**config.mk**
```make
export PLATFORM = sky130hd
export DESIGN_NAME = touch_sample_average_map
export DESIGN_NICKNAME = d
export VERILOG_FILES = /design/src/rtl/core/tsam_pkg.sv /design/src/rtl/core/tsam_queue.sv /design/src/rtl/core/tsam_front.sv /design/src/rtl/core/tsam_div.sv /design/src/rtl/core/tsam_back.sv /design/src/rtl/core/touch_sample_average_map.sv
export VERILOG_INCLUDE_DIRS = /design/src /design/src/rtl/core
export SDC_FILE = /design/constraint.sdc
export NUM_CORES = 1
export LEC_CHECK = 0
export ABC_AREA = 1
export BUFFER_PORTS_ARGS = -buffer_cell sky130_fd_sc_hd__buf_4
export CAP_MARGIN = 10
export CORE_ASPECT_RATIO = 1.75
export CORE_MARGIN = 4
export CORE_UTILIZATION = 30
export CTS_BUF_LIST = sky130_fd_sc_hd__clkbuf_2 sky130_fd_sc_hd__clkbuf_4 sky130_fd_sc_hd__clkbuf_8
export CTS_CLUSTER_SIZE = 30
export DETAILED_ROUTE_END_ITERATION = 8
export GPL_TIMING_DRIVEN = 0
export PLACE_DENSITY_LB_ADDON = 0.2
export SETUP_SLACK_MARGIN = 0.2
export SLEW_MARGIN = 10
export SYNTH_ARGS = -nofsm -noshare
export SYNTH_HDL_FRONTEND = slang
export SYNTH_SLANG_ARGS = --single-unit
export TNS_END_PERCENT = 20
```
**constraint.sdc**
```tcl
create_clock -name clock -period 7.1 [get_ports clock]
set_clock_uncertainty 0.15 [all_clocks]
set_input_delay 1.42 -clock clock [delete_from_list [all_inputs] [get_ports clock]]
set_output_delay 1.42 -clock clock [all_outputs]
set_load 0.01 [all_outputs]
```
**src/rtl/core/touch_sample_average_map_assert.svh**
```systemverilog
// ----------------------------------------------------------------------------
// touch_sample_average_map assertion macros
// Shorthand for the concurrent checks in tsam_back.
// ----------------------------------------------------------------------------
`ifndef TOUCH_SAMPLE_AVERAGE_MAP_ASSERT_SVH
`define TOUCH_SAMPLE_AVERAGE_MAP_ASSERT_SVH

// same-cycle implication
`define TSAM_ASSERT_NOW(label, clk, rst, ante, cons) \
   label: assert property (@(posedge clk) disable iff (rst) (ante) |-> (cons)) \
      else $error("tsam: assertion failed");

// next-cycle implication
`define TSAM_ASSERT_NEXT(label, clk, rst, ante, cons) \
   label: assert property (@(posedge clk) disable iff (rst) (ante) |=> (cons)) \
      else $error("tsam: assertion failed");

`endif

```
**src/rtl/core/tsam_pkg.sv**
```systemverilog
// ----------------------------------------------------------------------------
// tsam_pkg
// Shared types, constants and helpers of the touch averaging/mapping core.
// ----------------------------------------------------------------------------
package tsam_pkg;

   localparam int unsigned SAMPLE_COUNT_DEF = 8;
   localparam int unsigned SAMPLE_COUNT_MAX = 64;

   localparam int unsigned RAW_W   = 12;
   localparam int unsigned SIZE_W  = 13;
   localparam int unsigned PRESS_W = 13;
   localparam int unsigned PIX_W   = 12;

   // four channels: X, Y, Z1, Z2
   localparam int unsigned CHANNELS = 4;
   localparam int unsigned CH_W     = 2;
   localparam logic [CH_W-1:0] CH_X  = 2'd0;
   localparam logic [CH_W-1:0] CH_Y  = 2'd1;
   localparam logic [CH_W-1:0] CH_Z1 = 2'd2;
   localparam logic [CH_W-1:0] CH_Z2 = 2'd3;

   // sums sized for the largest supported sample count
   localparam int unsigned SUM_MAX_W = $clog2(SAMPLE_COUNT_MAX * 4095 + 1);

   // divider: the mapping quotient always fits in 12 bits
   localparam int unsigned DIV_Q_W   = 12;
   localparam int unsigned DIV_DEN_W = 12;
   localparam int unsigned DIV_NUM_W = DIV_Q_W + DIV_DEN_W;

   localparam int unsigned QUEUE_DEPTH = 2;

   localparam logic [PRESS_W-1:0] PRESS_OFFSET = 13'd4095;
   localparam logic [SIZE_W-1:0]  SIZE_LIMIT   = 13'd4096;

   // register indexes
   localparam int unsigned CSR_IDX_W = 3;
   localparam logic [CSR_IDX_W-1:0] CSR_X_MIN     = 3'd0;
   localparam logic [CSR_IDX_W-1:0] CSR_X_MAX     = 3'd1;
   localparam logic [CSR_IDX_W-1:0] CSR_Y_MIN     = 3'd2;
   localparam logic [CSR_IDX_W-1:0] CSR_Y_MAX     = 3'd3;
   localparam logic [CSR_IDX_W-1:0] CSR_WIDTH     = 3'd4;
   localparam logic [CSR_IDX_W-1:0] CSR_HEIGHT    = 3'd5;
   localparam logic [CSR_IDX_W-1:0] CSR_THRESHOLD = 3'd6;
   localparam int unsigned CSR_DATA_W = 13;

   typedef struct packed {
      logic             pen_down;
      logic [RAW_W-1:0] sample_x;
      logic [RAW_W-1:0] sample_y;
      logic [RAW_W-1:0] sample_z1;
      logic [RAW_W-1:0] sample_z2;
   } req_data_type;

   typedef struct packed {
      logic               touched;
      logic [PIX_W-1:0]   pixel_x;
      logic [PIX_W-1:0]   pixel_y;
      logic [PRESS_W-1:0] pressure;
   } rsp_data_type;

   typedef struct packed {
      logic [RAW_W-1:0]   x_raw_min;
      logic [RAW_W-1:0]   x_raw_max;
      logic [RAW_W-1:0]   y_raw_min;
      logic [RAW_W-1:0]   y_raw_max;
      logic [SIZE_W-1:0]  screen_width;
      logic [SIZE_W-1:0]  screen_height;
      logic [PRESS_W-1:0] pressure_threshold;
   } cfg_type;

   typedef enum logic {
      JOB_PEN_UP,
      JOB_SET
   } job_kind_type;

   typedef struct packed {
      job_kind_type                         kind;
      logic [CHANNELS-1:0][SUM_MAX_W-1:0]   sum;
   } job_type;

   typedef struct packed {
      logic                 start;
      logic [DIV_NUM_W-1:0] num;
      logic [DIV_DEN_W-1:0] den;
   } div_req_type;

   typedef struct packed {
      logic               busy;
      logic               done;
      logic [DIV_Q_W-1:0] quot;
   } div_rsp_type;

   // last pixel index; size 0 acts as 1, sizes above 4096 act as 4096
   function automatic logic [PIX_W-1:0] size_to_last(input logic [SIZE_W-1:0] size);
      logic [PIX_W-1:0] last;
      if (size == '0) begin
         last = '0;
      end else if (size > SIZE_LIMIT) begin
         last = '1;
      end else begin
         last = PIX_W'(size - SIZE_W'(1));
      end
      return last;
   endfunction

endpackage

```
**src/rtl/core/tsam_queue.sv**
```systemverilog
// ----------------------------------------------------------------------------
// tsam_queue
// Short job queue between the accumulating front and the compute back.
// ----------------------------------------------------------------------------
module tsam_queue (
   input  logic              clock,
   input  logic              reset,
   input  logic              push,
   input  tsam_pkg::job_type push_data,
   input  logic              pop,
   output tsam_pkg::job_type head,
   output logic              full,
   output logic              empty
);
   import tsam_pkg::*;

   localparam int unsigned PTR_W = $clog2(QUEUE_DEPTH);

   job_type            entry_ff [QUEUE_DEPTH];
   logic [PTR_W-1:0]   wr_ptr_ff, wr_ptr_in;
   logic [PTR_W-1:0]   rd_ptr_ff, rd_ptr_in;
   logic [PTR_W:0]     count_ff, count_in;

   assign full  = (count_ff == (PTR_W+1)'(QUEUE_DEPTH));
   assign empty = (count_ff == '0);
   assign head  = entry_ff[rd_ptr_ff];

   always_comb begin
      wr_ptr_in = wr_ptr_ff;
      rd_ptr_in = rd_ptr_ff;
      count_in  = count_ff;
      if (push) begin
         wr_ptr_in = (wr_ptr_ff == PTR_W'(QUEUE_DEPTH-1)) ? '0 : wr_ptr_ff + PTR_W'(1);
      end
      if (pop) begin
         rd_ptr_in = (rd_ptr_ff == PTR_W'(QUEUE_DEPTH-1)) ? '0 : rd_ptr_ff + PTR_W'(1);
      end
      if (push && !pop) begin
         count_in = count_ff + (PTR_W+1)'(1);
      end else if (pop && !push) begin
         count_in = count_ff - (PTR_W+1)'(1);
      end
   end

   always_ff @(posedge clock) begin
      if (reset) begin
         wr_ptr_ff <= '0;
         rd_ptr_ff <= '0;
         count_ff  <= '0;
      end else begin
         wr_ptr_ff <= wr_ptr_in;
         rd_ptr_ff <= rd_ptr_in;
         count_ff  <= count_in;
      end
   end

   always_ff @(posedge clock) begin
      if (push) begin
         entry_ff[wr_ptr_ff] <= push_data;
      end
   end

endmodule

```
**src/rtl/core/tsam_front.sv**
```systemverilog
// ----------------------------------------------------------------------------
// tsam_front
// Takes conversion sets, keeps the running sums and queues a job on pen up
// or when a full set of samples has been summed.
// ----------------------------------------------------------------------------
module tsam_front #(
   parameter int unsigned SAMPLE_COUNT = tsam_pkg::SAMPLE_COUNT_DEF
) (
   input  logic                   clock,
   input  logic                   reset,
   input  logic                   req_valid,
   output logic                   req_stall,
   input  tsam_pkg::req_data_type req_data,
   input  logic                   q_full,
   output logic                   q_push,
   output tsam_pkg::job_type      q_job
);
   import tsam_pkg::*;

   localparam int unsigned SUM_W = $clog2(SAMPLE_COUNT * 4095 + 1);
   localparam int unsigned CNT_W = (SAMPLE_COUNT > 1) ? $clog2(SAMPLE_COUNT) : 1;

   logic [SUM_W-1:0] sum_ff [CHANNELS];
   logic [SUM_W-1:0] sum_in [CHANNELS];
   logic [SUM_W-1:0] sum_add [CHANNELS];
   logic [RAW_W-1:0] sample [CHANNELS];
   logic [CNT_W-1:0] cnt_ff, cnt_in;
   logic             accept;
   logic             set_done;

   assign req_stall = q_full;
   assign accept    = req_valid && !q_full;
   assign set_done  = (cnt_ff == CNT_W'(SAMPLE_COUNT-1));

   assign sample[CH_X]  = req_data.sample_x;
   assign sample[CH_Y]  = req_data.sample_y;
   assign sample[CH_Z1] = req_data.sample_z1;
   assign sample[CH_Z2] = req_data.sample_z2;

   always_comb begin
      q_push   = accept && (!req_data.pen_down || set_done);
      q_job    = '0;
      q_job.kind = req_data.pen_down ? JOB_SET : JOB_PEN_UP;
      cnt_in   = cnt_ff;
      for (int i = 0; i < CHANNELS; i++) begin
         sum_add[i]   = sum_ff[i] + SUM_W'(sample[i]);
         sum_in[i]    = sum_ff[i];
         q_job.sum[i] = SUM_MAX_W'(sum_add[i]);
      end
      if (accept) begin
         if (!req_data.pen_down || set_done) begin
            cnt_in = '0;
            for (int i = 0; i < CHANNELS; i++) begin
               sum_in[i] = '0;
            end
         end else begin
            cnt_in = cnt_ff + CNT_W'(1);
            for (int i = 0; i < CHANNELS; i++) begin
               sum_in[i] = sum_add[i];
            end
         end
      end
   end

   always_ff @(posedge clock) begin
      if (reset) begin
         cnt_ff <= '0;
         for (int i = 0; i < CHANNELS; i++) begin
            sum_ff[i] <= '0;
         end
      end else begin
         cnt_ff <= cnt_in;
         for (int i = 0; i < CHANNELS; i++) begin
            sum_ff[i] <= sum_in[i];
         end
      end
   end

endmodule

```
**src/rtl/core/tsam_div.sv**
```systemverilog
// ----------------------------------------------------------------------------
// tsam_div
// Restoring divider, one quotient bit per cycle. The caller guarantees
// num < den * 2**DIV_Q_W, so the quotient fits and 12 steps suffice.
// ----------------------------------------------------------------------------
module tsam_div (
   input  logic                  clock,
   input  logic                  reset,
   input  tsam_pkg::div_req_type req,
   output tsam_pkg::div_rsp_type rsp
);
   import tsam_pkg::*;

   localparam int unsigned STEP_W = $clog2(DIV_Q_W + 1);

   logic [DIV_DEN_W-1:0] rem_ff, rem_in;
   logic [DIV_DEN_W-1:0] den_ff, den_in;
   logic [DIV_Q_W-1:0]   low_ff, low_in;
   logic [DIV_Q_W-1:0]   quot_ff, quot_in;
   logic [STEP_W-1:0]    step_ff, step_in;
   logic                 busy_ff, busy_in;
   logic                 done_ff, done_in;
   logic [DIV_DEN_W:0]   trial;
   logic [DIV_DEN_W:0]   diff;
   logic                 fits;

   assign trial = {rem_ff, low_ff[DIV_Q_W-1]};
   assign diff  = trial - {1'b0, den_ff};
   assign fits  = (trial >= {1'b0, den_ff});

   always_comb begin
      rem_in  = rem_ff;
      den_in  = den_ff;
      low_in  = low_ff;
      quot_in = quot_ff;
      step_in = step_ff;
      busy_in = busy_ff;
      done_in = 1'b0;
      if (req.start) begin
         rem_in  = req.num[DIV_NUM_W-1:DIV_Q_W];
         low_in  = req.num[DIV_Q_W-1:0];
         den_in  = req.den;
         quot_in = '0;
         step_in = STEP_W'(DIV_Q_W);
         busy_in = 1'b1;
      end else if (busy_ff) begin
         rem_in  = fits ? diff[DIV_DEN_W-1:0] : trial[DIV_DEN_W-1:0];
         low_in  = {low_ff[DIV_Q_W-2:0], 1'b0};
         quot_in = {quot_ff[DIV_Q_W-2:0], fits};
         step_in = step_ff - STEP_W'(1);
         if (step_ff == STEP_W'(1)) begin
            busy_in = 1'b0;
            done_in = 1'b1;
         end
      end
   end

   always_ff @(posedge clock) begin
      if (reset) begin
         busy_ff <= 1'b0;
         done_ff <= 1'b0;
         step_ff <= '0;
      end else begin
         busy_ff <= busy_in;
         done_ff <= done_in;
         step_ff <= step_in;
      end
      rem_ff  <= rem_in;
      den_ff  <= den_in;
      low_ff  <= low_in;
      quot_ff <= quot_in;
   end

   assign rsp.busy = busy_ff;
   assign rsp.done = done_ff;
   assign rsp.quot = quot_ff;

endmodule

```
**src/rtl/core/tsam_back.sv**
```systemverilog
// ----------------------------------------------------------------------------
// tsam_back
// Sequencer that averages a queued set, checks pressure, maps X and Y to
// pixels via the shared divider and holds the result register (all zero on pen-up).
// ----------------------------------------------------------------------------
`include "touch_sample_average_map_assert.svh"

module tsam_back #(
   parameter int unsigned SAMPLE_COUNT = tsam_pkg::SAMPLE_COUNT_DEF
) (
   input  logic                   clock,
   input  logic                   reset,
   input  tsam_pkg::cfg_type      cfg,
   input  logic                   q_empty,
   input  tsam_pkg::job_type      q_head,
   output logic                   q_pop,
   output tsam_pkg::div_req_type  div_req,
   input  tsam_pkg::div_rsp_type  div_rsp,
   output logic                   rsp_valid,
   input  logic                   rsp_stall,
   output tsam_pkg::rsp_data_type rsp_data
);
   import tsam_pkg::*;

   // average = (sum * AVG_MULT) >> AVG_SHIFT, exact for every sum below 2**SUM_MAX_W
   localparam int unsigned AVG_SHIFT = SUM_MAX_W + $clog2(SAMPLE_COUNT);
   localparam int unsigned MULT_W    = SUM_MAX_W + 2;
   localparam int unsigned PROD_W    = SUM_MAX_W + MULT_W;
   localparam logic [MULT_W-1:0] AVG_MULT =
      MULT_W'(((1 << AVG_SHIFT) + SAMPLE_COUNT - 1) / SAMPLE_COUNT);

   typedef enum logic [2:0] {
      ST_IDLE,
      ST_AVG,
      ST_PRESS,
      ST_MAP,
      ST_MAP_DIV,
      ST_MAP_WAIT,
      ST_EMIT
   } state_type;

   state_type            state_ff, state_in;
   logic [CH_W-1:0]      idx_ff, idx_in;
   logic                 axis_ff, axis_in;
   logic [SUM_MAX_W-1:0] sum_ff [CHANNELS];
   logic [SUM_MAX_W-1:0] sum_in [CHANNELS];
   logic [RAW_W-1:0]     avg_ff [CHANNELS];
   logic [RAW_W-1:0]     avg_in [CHANNELS];
   logic [DIV_NUM_W-1:0] prod_ff, prod_in;
   logic [DIV_DEN_W-1:0] mden_ff, mden_in;
   rsp_data_type         res_ff, res_in;
   logic                 rsp_valid_ff, rsp_valid_in;
   rsp_data_type         rsp_data_ff, rsp_data_in;

   logic [PROD_W-1:0]    avg_prod;
   logic [PRESS_W-1:0]   press;
   logic [RAW_W-1:0]     raw_sel, lo_sel, hi_sel;
   logic [PIX_W-1:0]     last_sel;
   logic                 pix_wr;
   logic [PIX_W-1:0]     pix_val;
   logic                 advance;

   assign avg_prod = sum_ff[idx_ff] * AVG_MULT;
   assign press    = PRESS_W'(avg_ff[CH_Z1]) + PRESS_OFFSET - PRESS_W'(avg_ff[CH_Z2]);
   assign raw_sel  = axis_ff ? avg_ff[CH_Y] : avg_ff[CH_X];
   assign lo_sel   = axis_ff ? cfg.y_raw_min : cfg.x_raw_min;
   assign hi_sel   = axis_ff ? cfg.y_raw_max : cfg.x_raw_max;
   assign last_sel = size_to_last(axis_ff ? cfg.screen_height : cfg.screen_width);

   always_comb begin
      state_in     = state_ff;
      idx_in       = idx_ff;
      axis_in      = axis_ff;
      prod_in      = prod_ff;
      mden_in      = mden_ff;
      res_in       = res_ff;
      rsp_valid_in = rsp_valid_ff;
      rsp_data_in  = rsp_data_ff;
      q_pop        = 1'b0;
      div_req      = '0;
      pix_wr       = 1'b0;
      pix_val      = '0;
      advance      = 1'b0;
      for (int i = 0; i < CHANNELS; i++) begin
         sum_in[i] = sum_ff[i];
         avg_in[i] = avg_ff[i];
      end

      if (rsp_valid_ff && !rsp_stall) begin
         rsp_valid_in = 1'b0;
      end

      case (state_ff)
         ST_IDLE: begin
            if (!q_empty) begin
               q_pop = 1'b1;
               if (q_head.kind == JOB_PEN_UP) begin
                  res_in   = '0;
                  state_in = ST_EMIT;
               end else begin
                  for (int i = 0; i < CHANNELS; i++) begin
                     sum_in[i] = q_head.sum[i];
                  end
                  idx_in   = CH_X;
                  state_in = ST_AVG;
               end
            end
         end
         ST_AVG: begin
            avg_in[idx_ff] = avg_prod[AVG_SHIFT +: RAW_W];
            if (idx_ff == CH_Z2) begin
               state_in = ST_PRESS;
            end else begin
               idx_in = idx_ff + CH_W'(1);
            end
         end
         ST_PRESS: begin
            if (press < cfg.pressure_threshold) begin
               res_in   = '0;
               state_in = ST_EMIT;
            end else begin
               res_in          = '0;
               res_in.touched  = 1'b1;
               res_in.pressure = press;
               axis_in         = 1'b0;
               state_in        = ST_MAP;
            end
         end
         ST_MAP: begin
            if (raw_sel <= lo_sel) begin
               pix_wr  = 1'b1;
               pix_val = '0;
               advance = 1'b1;
            end else if (raw_sel >= hi_sel) begin
               pix_wr  = 1'b1;
               pix_val = last_sel;
               advance = 1'b1;
            end else begin
               prod_in  = DIV_NUM_W'(raw_sel - lo_sel) * DIV_NUM_W'(last_sel);
               mden_in  = hi_sel - lo_sel;
               state_in = ST_MAP_DIV;
            end
         end
         ST_MAP_DIV: begin
            div_req.start = 1'b1;
            div_req.num   = prod_ff;
            div_req.den   = mden_ff;
            state_in      = ST_MAP_WAIT;
         end
         ST_MAP_WAIT: begin
            if (div_rsp.done) begin
               pix_wr  = 1'b1;
               pix_val = div_rsp.quot;
               advance = 1'b1;
            end
         end
         ST_EMIT: begin
            if (!rsp_valid_ff || !rsp_stall) begin
               rsp_valid_in = 1'b1;
               rsp_data_in  = res_ff;
               state_in     = ST_IDLE;
            end
         end
         default: begin
            state_in = ST_IDLE;
         end
      endcase

      if (pix_wr) begin
         if (axis_ff) begin
            res_in.pixel_y = pix_val;
         end else begin
            res_in.pixel_x = pix_val;
         end
      end
      if (advance) begin
         if (axis_ff) begin
            state_in = ST_EMIT;
         end else begin
            axis_in  = 1'b1;
            state_in = ST_MAP;
         end
      end
   end

   always_ff @(posedge clock) begin
      if (reset) begin
         state_ff     <= ST_IDLE;
         rsp_valid_ff <= 1'b0;
      end else begin
         state_ff     <= state_in;
         rsp_valid_ff <= rsp_valid_in;
      end
      idx_ff      <= idx_in;
      axis_ff     <= axis_in;
      prod_ff     <= prod_in;
      mden_ff     <= mden_in;
      res_ff      <= res_in;
      rsp_data_ff <= rsp_data_in;
      for (int i = 0; i < CHANNELS; i++) begin
         sum_ff[i] <= sum_in[i];
         avg_ff[i] <= avg_in[i];
      end
   end

   assign rsp_valid = rsp_valid_ff;
   assign rsp_data  = rsp_data_ff;

   // divider finishes only while the sequencer waits for it
   `TSAM_ASSERT_NOW(a_done_in_wait, clock, reset, div_rsp.done, state_ff == ST_MAP_WAIT)
   // a divider launch is seen busy on the next cycle
   `TSAM_ASSERT_NEXT(a_start_busy, clock, reset, state_ff == ST_MAP_DIV, div_rsp.busy)
   // an untouched result (pen-up or rejected touch) carries all-zero fields
   `TSAM_ASSERT_NOW(a_untouched_zero, clock, reset, rsp_valid_ff && !rsp_data_ff.touched,
      rsp_data_ff.pixel_x == '0 && rsp_data_ff.pixel_y == '0 && rsp_data_ff.pressure == '0)
   // a taken result is dropped unless a new one is loaded
   `TSAM_ASSERT_NEXT(a_taken_drops, clock, reset,
      rsp_valid_ff && !rsp_stall && state_ff != ST_EMIT, !rsp_valid_ff)

endmodule

```
**src/rtl/core/touch_sample_average_map.sv**
```systemverilog
// ----------------------------------------------------------------------------
// touch_sample_average_map
// Averaging, pressure check and screen calibration for a resistive touch panel.
// ----------------------------------------------------------------------------
// Input channel req_*: one conversion set (X, Y, Z1, Z2) plus pen-down flag per
// transaction. Output channel rsp_*: one result per pen-up transaction and one
// per SAMPLE_COUNT pen-down transactions; other transactions give none.
// Config channel csr_*: register writes, ready always high; the user writes
// only while idle, and the block does not enforce it. Sums are updated in the
// cycle a transaction is taken; a pen-up result or a completed set goes
// through a two-entry job queue to the compute sequencer. A pen-up job passes
// the queue to the emit step; a set is averaged (four averages, one channel
// per cycle, by reciprocal multiply) and pressure-checked, a rejected touch
// goes to emit, and each mapped axis clamps or uses the shared 12-step divider.
// req_stall rises only when the job queue is full, e.g. under a burst of
// pen-ups, which the sequencer retires through its idle and emit steps.
// While a result waits under rsp_stall the sequencer works on the next job
// and holds in its emit step; the waiting result stays steady until taken.
// Reset: sums, set count and queue clear, registers take their defaults
// (raw range 0..4095, 320 x 240 pixels, threshold 100).
// ----------------------------------------------------------------------------
module touch_sample_average_map #(
   parameter int unsigned SAMPLE_COUNT = tsam_pkg::SAMPLE_COUNT_DEF
) (
   input  logic                                 clock,
   input  logic                                 reset,
   input  logic                                 req_valid,
   output logic                                 req_stall,
   input  tsam_pkg::req_data_type               req_data,
   output logic                                 rsp_valid,
   input  logic                                 rsp_stall,
   output tsam_pkg::rsp_data_type               rsp_data,
   input  logic                                 csr_valid,
   output logic                                 csr_ready,
   input  logic [tsam_pkg::CSR_IDX_W-1:0]       csr_index,
   input  logic [tsam_pkg::CSR_DATA_W-1:0]      csr_wdata
);
   import tsam_pkg::*;

   cfg_type     cfg_ff, cfg_in;
   logic        q_push, q_pop, q_full, q_empty;
   job_type     q_job, q_head;
   div_req_type div_req;
   div_rsp_type div_rsp;

   assign csr_ready = 1'b1;

   always_comb begin
      cfg_in = cfg_ff;
      if (csr_valid) begin
         case (csr_index)
            CSR_X_MIN:     cfg_in.x_raw_min          = csr_wdata[RAW_W-1:0];
            CSR_X_MAX:     cfg_in.x_raw_max          = csr_wdata[RAW_W-1:0];
            CSR_Y_MIN:     cfg_in.y_raw_min          = csr_wdata[RAW_W-1:0];
            CSR_Y_MAX:     cfg_in.y_raw_max          = csr_wdata[RAW_W-1:0];
            CSR_WIDTH:     cfg_in.screen_width       = csr_wdata[SIZE_W-1:0];
            CSR_HEIGHT:    cfg_in.screen_height      = csr_wdata[SIZE_W-1:0];
            CSR_THRESHOLD: cfg_in.pressure_threshold = csr_wdata[PRESS_W-1:0];
            default:       cfg_in = cfg_ff;
         endcase
      end
   end

   always_ff @(posedge clock) begin
      if (reset) begin
         cfg_ff.x_raw_min          <= RAW_W'(0);
         cfg_ff.x_raw_max          <= RAW_W'(4095);
         cfg_ff.y_raw_min          <= RAW_W'(0);
         cfg_ff.y_raw_max          <= RAW_W'(4095);
         cfg_ff.screen_width       <= SIZE_W'(320);
         cfg_ff.screen_height      <= SIZE_W'(240);
         cfg_ff.pressure_threshold <= PRESS_W'(100);
      end else begin
         cfg_ff <= cfg_in;
      end
   end

   tsam_front #(
      .SAMPLE_COUNT (SAMPLE_COUNT)
   ) u_front (
      .clock     (clock),
      .reset     (reset),
      .req_valid (req_valid),
      .req_stall (req_stall),
      .req_data  (req_data),
      .q_full    (q_full),
      .q_push    (q_push),
      .q_job     (q_job)
   );

   tsam_queue u_queue (
      .clock     (clock),
      .reset     (reset),
      .push      (q_push),
      .push_data (q_job),
      .pop       (q_pop),
      .head      (q_head),
      .full      (q_full),
      .empty     (q_empty)
   );

   tsam_div u_div (
      .clock (clock),
      .reset (reset),
      .req   (div_req),
      .rsp   (div_rsp)
   );

   tsam_back #(
      .SAMPLE_COUNT (SAMPLE_COUNT)
   ) u_back (
      .clock     (clock),
      .reset     (reset),
      .cfg       (cfg_ff),
      .q_empty   (q_empty),
      .q_head    (q_head),
      .q_pop     (q_pop),
      .div_req   (div_req),
      .div_rsp   (div_rsp),
      .rsp_valid (rsp_valid),
      .rsp_stall (rsp_stall),
      .rsp_data  (rsp_data)
   );

endmodule

```
==> metrics.md, run 1 <==
| Metric | Value |
|---|---|
| Slew @ Worst Pin | between 1 and 1.5 ns |
| Reg2reg setup slack | 0.19 ns |
| Most frequent cells after synthesis | 685 x nand2_1, 455 x inv_1, 320 x edfxtp_1 |
| Synthesized net count | 3,635 |
| Crit path top cell by count | fa_1 |
| Slew margin rel. | 0.2773 |
| Worst path required time | 7.38 ns |
| Clock sinks | 524 |
| Top_reg_cell synth | edfxtp_1 |
| Top Ports | around 110 |
| Worst setup path start | u_back.axis_ff$_DFF_P_ |
| GRT Total Usage | 0.1666 |
| Reg2Reg Depth | 28 |
| Final core occ | 0.3655 |
| Critical Path Fanout Max | 8 |
| CTS max path bufs | 3 |
| Min Tclk post-route | 6.915 ns |
| Setup TNS | 0 ns |
| Area Overhead vs Synth | 20.88% |
| Top cells by area, synth | edfxtp_1 32%, dfxtp_1 14%, fa_1 10%, nand2_1 8.5%, ha_1 7.1% |
| Final setup fails | 0 |
| Count of input and output buffers | 108 |
| Total Wirelength | 87,230 um |
| DR vias/cell | 4.558 |
| Pre-CTS WS | -1.736 ns |
| Number of synthesized flops with an enable pin | 320 |
| Die X-Extent | 247.5 um |
| CP max stage delay | around 0.59 ns |
| Clock transition at the registers of the reported paths | 0.06 ns |
| Register area share after synthesis | 0.4549 |
| R2r startpoint | u_back.axis_ff$_DFF_P_ |
| Share of layout cells above drive strength 1 | 0.1770 |
| Fin nets | 3,917 |
| WL/cell | 17.73 um |
| Post-Synthesis Cells | between 3,000 and 4,000 |
| Critical-path top delay cell | fa_2 |
| Drt initial violations | 822 |
| Post-DP Area | 32,760 sq um |
| Yosys warns | 0 |
| Largest net degree at the start of global routing | 32 |
| Routability cong. | 0.8775 |
| FP Rows | 153 |
| Synth Area per Inst | 9.279 sq um |
| Netlist cell types | 48 |
| RR Endpoint | u_back.prod_ff[22]$_DFFE_PP_ |
| Final Cycle Share | 0.9739 |
| Final hold vios | 0 |
| FF+latch area | 13,700 sq um |
| Startpoint types | flip-flop |
| Hold Buf Count CTS | 0 |
| Routed Antenna Nets | 0 |
| Post-synthesis cell area | around 30,000 sq um |
| RSZ-0062 raised after global routing | true |
| DRT Pass-1 Iters | 5 |
| Vias after detailed routing | between 20,000 and 25,000 |
| Worst setup EP type | flip-flop |
| Synth top area share | 0.3192 |
| Fmax | ~140 MHz |
| Antenna violations before repair | 11 |
| Initial Utilization | 0.3024 |
| #FFs+latches synth | 524 |
| Critical path class | flip-flop to flip-flop |
| Final instance area | 36,390 sq um |
| Die ar. | 105,700 sq um |
| Post-synth ARST share | 0 |
| Core footprint | 99,550 sq um |
| Total grt overflow | 0 |
| Die Y-Extent | between 400 and 500 um |
| Top-count cell post-synth | nand2_1 |
| Dpl hpwl | 69,190 um |
| Worst Setup EP | u_back.prod_ff[22]$_DFFE_PP_ |
| Slack of the critical path | between 0.15 and 0.2 ns |
| H-tree Lvls | 3 |
| CTS Root Cell | clkbuf_8 |
| Area occupied by multi-input gates | 15,230 sq um |
| Insertion delay to the later sink of the worst-skew pair | about 0.7 ns |
| TritonCTS clock tree | yes |
| DRC | 0 |
| Fillers | 10,260 |
| Number of global-route vias before repair | 23,720 |
| Arrival time at the worst endpoint | 7.19 ns |
| Num CTS Buffers | 85 |
| Outcome | complete, no violations |
| Yosys top cell by area | edfxtp_1 |
| Worst hold path class | flip-flop to flip-flop |
| # Max-Cap Violations | 0 |
| First-pass GRT wire length | 134,500 um |
| Slew Limit Fails | 0 |
[what timing repair did]
item,4_1_cts,5_1_grt
setup buffers,61,18
setup endpoints to repair,19,11
gates resized for setup,212,39
pin swaps,81,46
[metrics by stage]
stage,hold WS (ns),instances
2_1_floorplan,0.2503,3244
3_5_place_dp,0.2545,4677
5_1_grt,0.2648,4917
6_report,0.2641,4921
4_1_cts,0.2658,4898
3_3_place_gp,0.2547,4669
[worst max-delay path: cells and delay by family (launching register included)]
family          cells  cell delay [ns]
mux                 1             0.27
fa+ha+maj           7             3.03
compound gates      5             0.77
buf+inv             7             0.89
simple gates        6             0.75
flops               1             0.45
xor+xnor            2             0.31
[registers in the layout, summed over array words and instances, names as in the netlist, 4 cells and up, named ones only]
signal	cells
u_queue.entry_ff	98
cfg_ff	87
u_front.sum_ff	60
u_back.avg_ff	48
u_back.sum_ff	48
u_back.res_ff	38
u_back.rsp_data	38
u_back.prod_ff	24
u_back.mden_ff	12
u_div.den_ff	12
u_div.low_ff	12
u_div.quot_ff	12
u_div.rem_ff	12
u_div.step_ff	4
[area by class of cell]
type	instances	share of cell area
Tap cell	1317	0.04528
Antenna cell	5	0.0003438
Clock inverter	35	0.009043
Sequential cell	524	0.3764
Buffer	96	0.01530
Timing Repair Buffer	195	0.04429
Inverter	470	0.04920
Clock buffer	125	0.04161
Multi-Input combinational cell	2154	0.4185
[cells in the final DEF (no fill, tap or decap), types with 17 or more instances in the layout]
cell | Yosys | final
o21ai_0 | 177 | 167
nor2_1 | 267 | 252
ha_1 | 170 | 149
ha_4 | 0 | 18
clkbuf_4 | 0 | 35
inv_1 | 455 | 431
buf_4 | 4 | 185
clkbuf_1 | 70 | 63
xor2_1 | 84 | 75
a21oi_1 | 211 | 189
clkbuf_8 | 0 | 94
mux2_2 | 48 | 48
fa_1 | 151 | 144
nand2_2 | 13 | 33
dfxtp_1 | 204 | 203
inv_2 | 14 | 32
nand3_1 | 134 | 133
xnor2_1 | 35 | 34
nor3_1 | 22 | 19
clkinv_2 | 0 | 20
edfxtp_1 | 320 | 320
or2_2 | 19 | 17
nand2_1 | 685 | 660
[cell families (layout without fill, tap and decap cells)]
kind of cell / Yosys count / after routing / synth area share
compound gates: 483 / 483 / 0.08695
xor+xnor: 119 / 119 / 0.03462
fa+ha+maj: 321 / 321 / 0.1711
buf+inv: 566 / 921 / 0.07224
flops: 524 / 524 / 0.4549
mux: 60 / 60 / 0.02195
other cells: 1 / 6 / 0.0001246
simple gates: 1170 / 1170 / 0.1582
[worst min path at each step]
stage                           startpoint                             to  slack, ns  depth (start not counted)
2_1_floorplan   u_back.res_ff[0]$_DFFE_PP_   u_back.rsp_data[0]$_DFFE_PP_       0.25                          0
3_3_place_gp    u_back.res_ff[6]$_DFFE_PP_   u_back.rsp_data[6]$_DFFE_PP_       0.25                          0
3_5_place_dp   u_back.res_ff[10]$_DFFE_PP_  u_back.rsp_data[10]$_DFFE_PP_       0.25                          0
4_1_cts         u_back.res_ff[4]$_DFFE_PP_   u_back.rsp_data[4]$_DFFE_PP_       0.27                          0
5_1_grt         u_back.res_ff[6]$_DFFE_PP_   u_back.rsp_data[6]$_DFFE_PP_       0.26                          0
6_report        u_back.res_ff[4]$_DFFE_PP_   u_back.rsp_data[4]$_DFFE_PP_       0.26                          0
[per-layer routing]
| metal | track usage | wire length (um) |
|---|---|---|
| met1 | 0.1535 | 29360 |
| met2 | 0.3380 | 49800 |
| met3 | 0.02758 | 2830 |
| met4 | 0.08985 | 5157 |
| met5 | 0 | 80 |
Power of run 1 is not shown: default switching activity piles up to over one toggle a cycle in this logic, so the estimate is an artifact.
==> run 2, diff against run 1 <==
--- a/config.mk
+++ b/config.mk
@@ -15,7 +15,6 @@
 export CTS_BUF_LIST = sky130_fd_sc_hd__clkbuf_2 sky130_fd_sc_hd__clkbuf_4 sky130_fd_sc_hd__clkbuf_8
 export CTS_CLUSTER_SIZE = 30
 export DETAILED_ROUTE_END_ITERATION = 8
-export GPL_TIMING_DRIVEN = 0
 export PLACE_DENSITY_LB_ADDON = 0.2
 export SETUP_SLACK_MARGIN = 0.2
 export SLEW_MARGIN = 10
==> constraint.sdc (replaced) <==
create_clock -name clock -period 6.72 [get_ports clock]
set_clock_uncertainty 0.15 [all_clocks]
set_input_delay 1.344 -clock clock [delete_from_list [all_inputs] [get_ports clock]]
set_output_delay 1.344 -clock clock [all_outputs]
set_load 0.01 [all_outputs]
==> metrics.md, run 2 (synthesized netlist as in run 1, its figures left out) <==
| Metric | Value |
|---|---|
| # Max-Cap Violations | 0 (unchanged) |
| Fmax | 153.7 MHz (was 144.6 MHz) |
| Largest net degree at the start of global routing | 85 (was 32) |
| Area Overhead vs Synth | 23.06% (was 20.88%) |
| Most common cell after layout, fill and taps aside | nand2_1 (unchanged) |
| FF+latch area | 13,700 sq um (about the same) |
| DRC | 0 (unchanged) |
| Initial Utilization | 0.3024 (unchanged) |
| Placed cells | 4,805 (was 4,677) |
| DR vias/cell | 4.499 (was 4.558) |
| Die X-Extent | 247.5 um (unchanged) |
| First-pass GRT wire length | 133,400 um (was 134,500 um) |
| Final Non-Filler Cells | 5,001 (was 4,921) |
| Routability cong. | 0.8441 (was 0.8775) |
| Clock sinks | 524 (unchanged) |
| TritonCTS clock tree | yes (unchanged) |
| Insertion delay to the later sink of the worst-skew pair | 0.76 ns (was 0.71 ns) |
| Slew margin rel. | 0.2677 (was 0.2773) |
| CP max stage delay | 0.52 ns (was 0.59 ns) |
| Area occupied by multi-input gates | 15,110 sq um (was 15,230 sq um) |
| Commonest cells after routing, fill and taps aside | 658 x nand2_1, 437 x inv_1, 351 x buf_4, 320 x edfxtp_1, 253 x nor2_1 (was 660 x nand2_1, 431 x inv_1, 320 x edfxtp_1, 252 x nor2_1, 203 x dfxtp_1) |
| Slew @ Worst Pin | 1.087 ns (was 1.084 ns) |
| Largest reg by FF count | u_queue.entry_ff (unchanged) |
| Share of layout cells above drive strength 1 | 0.2104 (was 0.1770) |
| GRT Total Usage | 0.1646 (was 0.1666) |
| DRT Pass-1 Iters | 5 (unchanged) |
| Fin nets | 3,994 (was 3,917) |
| Critical Path Fanout Max | 6 (was 8) |
| Met3 wire length | 3299 um (was 2830 um) |
| Final setup fails | 0 (unchanged) |
| Final hold vios | 0 (unchanged) |
| Min Tclk post-route | 6.507 ns (was 6.915 ns) |
| CTS max path bufs | 3 (unchanged) |
| M1 WL | 29,190 um (was 29,360 um) |
| Reg2reg setup slack | 0.21 ns (was 0.19 ns) |
| Total Wirelength | 86,110 um (was 87,230 um) |
| Slew Limit Fails | 0 (unchanged) |
| FP Rows | 153 (unchanged) |
| Total grt overflow | 0 (unchanged) |
| WP buf/inv | 7 (unchanged) |
| Antenna violations before repair | 11 (unchanged) |
| Die ar. | 105,700 sq um (unchanged) |
| CTS Root Cell | clkbuf_8 (unchanged) |
| Die Y-Extent | 427.0 um (unchanged) |
| Met2 WL post-DR | 48,810 um (was 49,800 um) |
| Pre-CTS WS | -0.1505 ns (was -1.736 ns) |
| Arrival time at the worst endpoint | 6.84 ns (was 7.19 ns) |
| Hold Buf Count CTS | 0 (unchanged) |
| Number of global-route vias before repair | 23,810 (was 23,720) |
| Vias after detailed routing | 22,500 (was 22,430) |
| Fillers | 10,300 (was 10,260) |
| Slack of the critical path | 0.2129 ns (was 0.1852 ns) |
| H-tree Lvls | 3 (unchanged) |
| Dpl hpwl | 66,860 um (was 69,190 um) |
| Crit path top cell by count | fa_1 (unchanged) |
| Worst hold path class | flip-flop to flip-flop (unchanged) |
| Clock transition at the registers of the reported paths | 0.06 ns (about the same) |
| Worst setup EP type | flip-flop (unchanged) |
| Top Ports | 111 (unchanged) |
| Outcome | complete, no violations (unchanged) |
| Count of input and output buffers | 109 (was 108) |
| Max FFs per register | 98 (unchanged) |
| Startpoint types | flip-flop (unchanged) |
| Critical-path top delay cell | fa_2 (unchanged) |
| Top flop regs | u_queue.entry_ff (98), cfg_ff (87), u_front.sum_ff (60) (unchanged) |
| Critical path class | flip-flop to flip-flop (unchanged) |
| Routed Antenna Nets | 0 (unchanged) |
| Core footprint | 99,550 sq um (unchanged) |
| WL/cell | 17.22 um (was 17.73 um) |
| Drt initial violations | 765 (was 822) |
| Setup TNS | 0 ns (unchanged) |
| DR top layer | met5 (unchanged) |
| CP delay by family, top | adder cells (unchanged) |
| RSZ-0062 raised after global routing | true (unchanged) |
| Final Cycle Share | 0.9683 (was 0.9739) |
| Worst path required time | 7.05 ns (was 7.38 ns) |
| Num CTS Buffers | 88 (was 85) |
## run 2: final timing paths
kind                              start                           end  cells after the start
max reg2reg      u_back.axis_ff$_DFF_P_  u_back.prod_ff[17]$_DFFE_PP_                     28
max              u_back.axis_ff$_DFF_P_  u_back.prod_ff[17]$_DFFE_PP_                     28
min reg2reg  u_back.res_ff[9]$_DFFE_PP_  u_back.rsp_data[9]$_DFFE_PP_                      0
min          u_back.res_ff[9]$_DFFE_PP_  u_back.rsp_data[9]$_DFFE_PP_                      0
## run 2: repair_timing
item,in CTS,in global routing
setup buffers,9,15
endpoints found under the setup margin,11,11
pin swaps,36,60
gates cloned,1,0
gates resized for setup,84,60
## run 2: metal layers
metal,global-route usage,up-vias
met5,0,-
met4,0.08797,10
met3,0.02764,185
met2,0.3304,399
met1,0.1545,10610
li1,-,11300
## run 2: area by class of cell
class / count / share of cell area
diodes: 6 / 0.0004053
clock buffers: 138 / 0.04485
clock inverters: 27 / 0.007431
inverters: 470 / 0.04803
multi-input cells: 2154 / 0.4079
flip-flops and latches: 524 / 0.3698
well taps: 1317 / 0.04448
repair buffers: 365 / 0.07711
## run 2: metrics by stage
stage                     hold slack, ns  cell area, sq um  utilization
after global routing              0.2764             37030       0.3720
after global placement            0.2510             34250       0.3441
final                             0.2673             37040       0.3721
after detailed placement          0.2545             34250       0.3441
after floorplan                   0.2503             30410            -
after CTS                         0.2706             36670       0.3684
Power of run 2 is left out for the same reason.
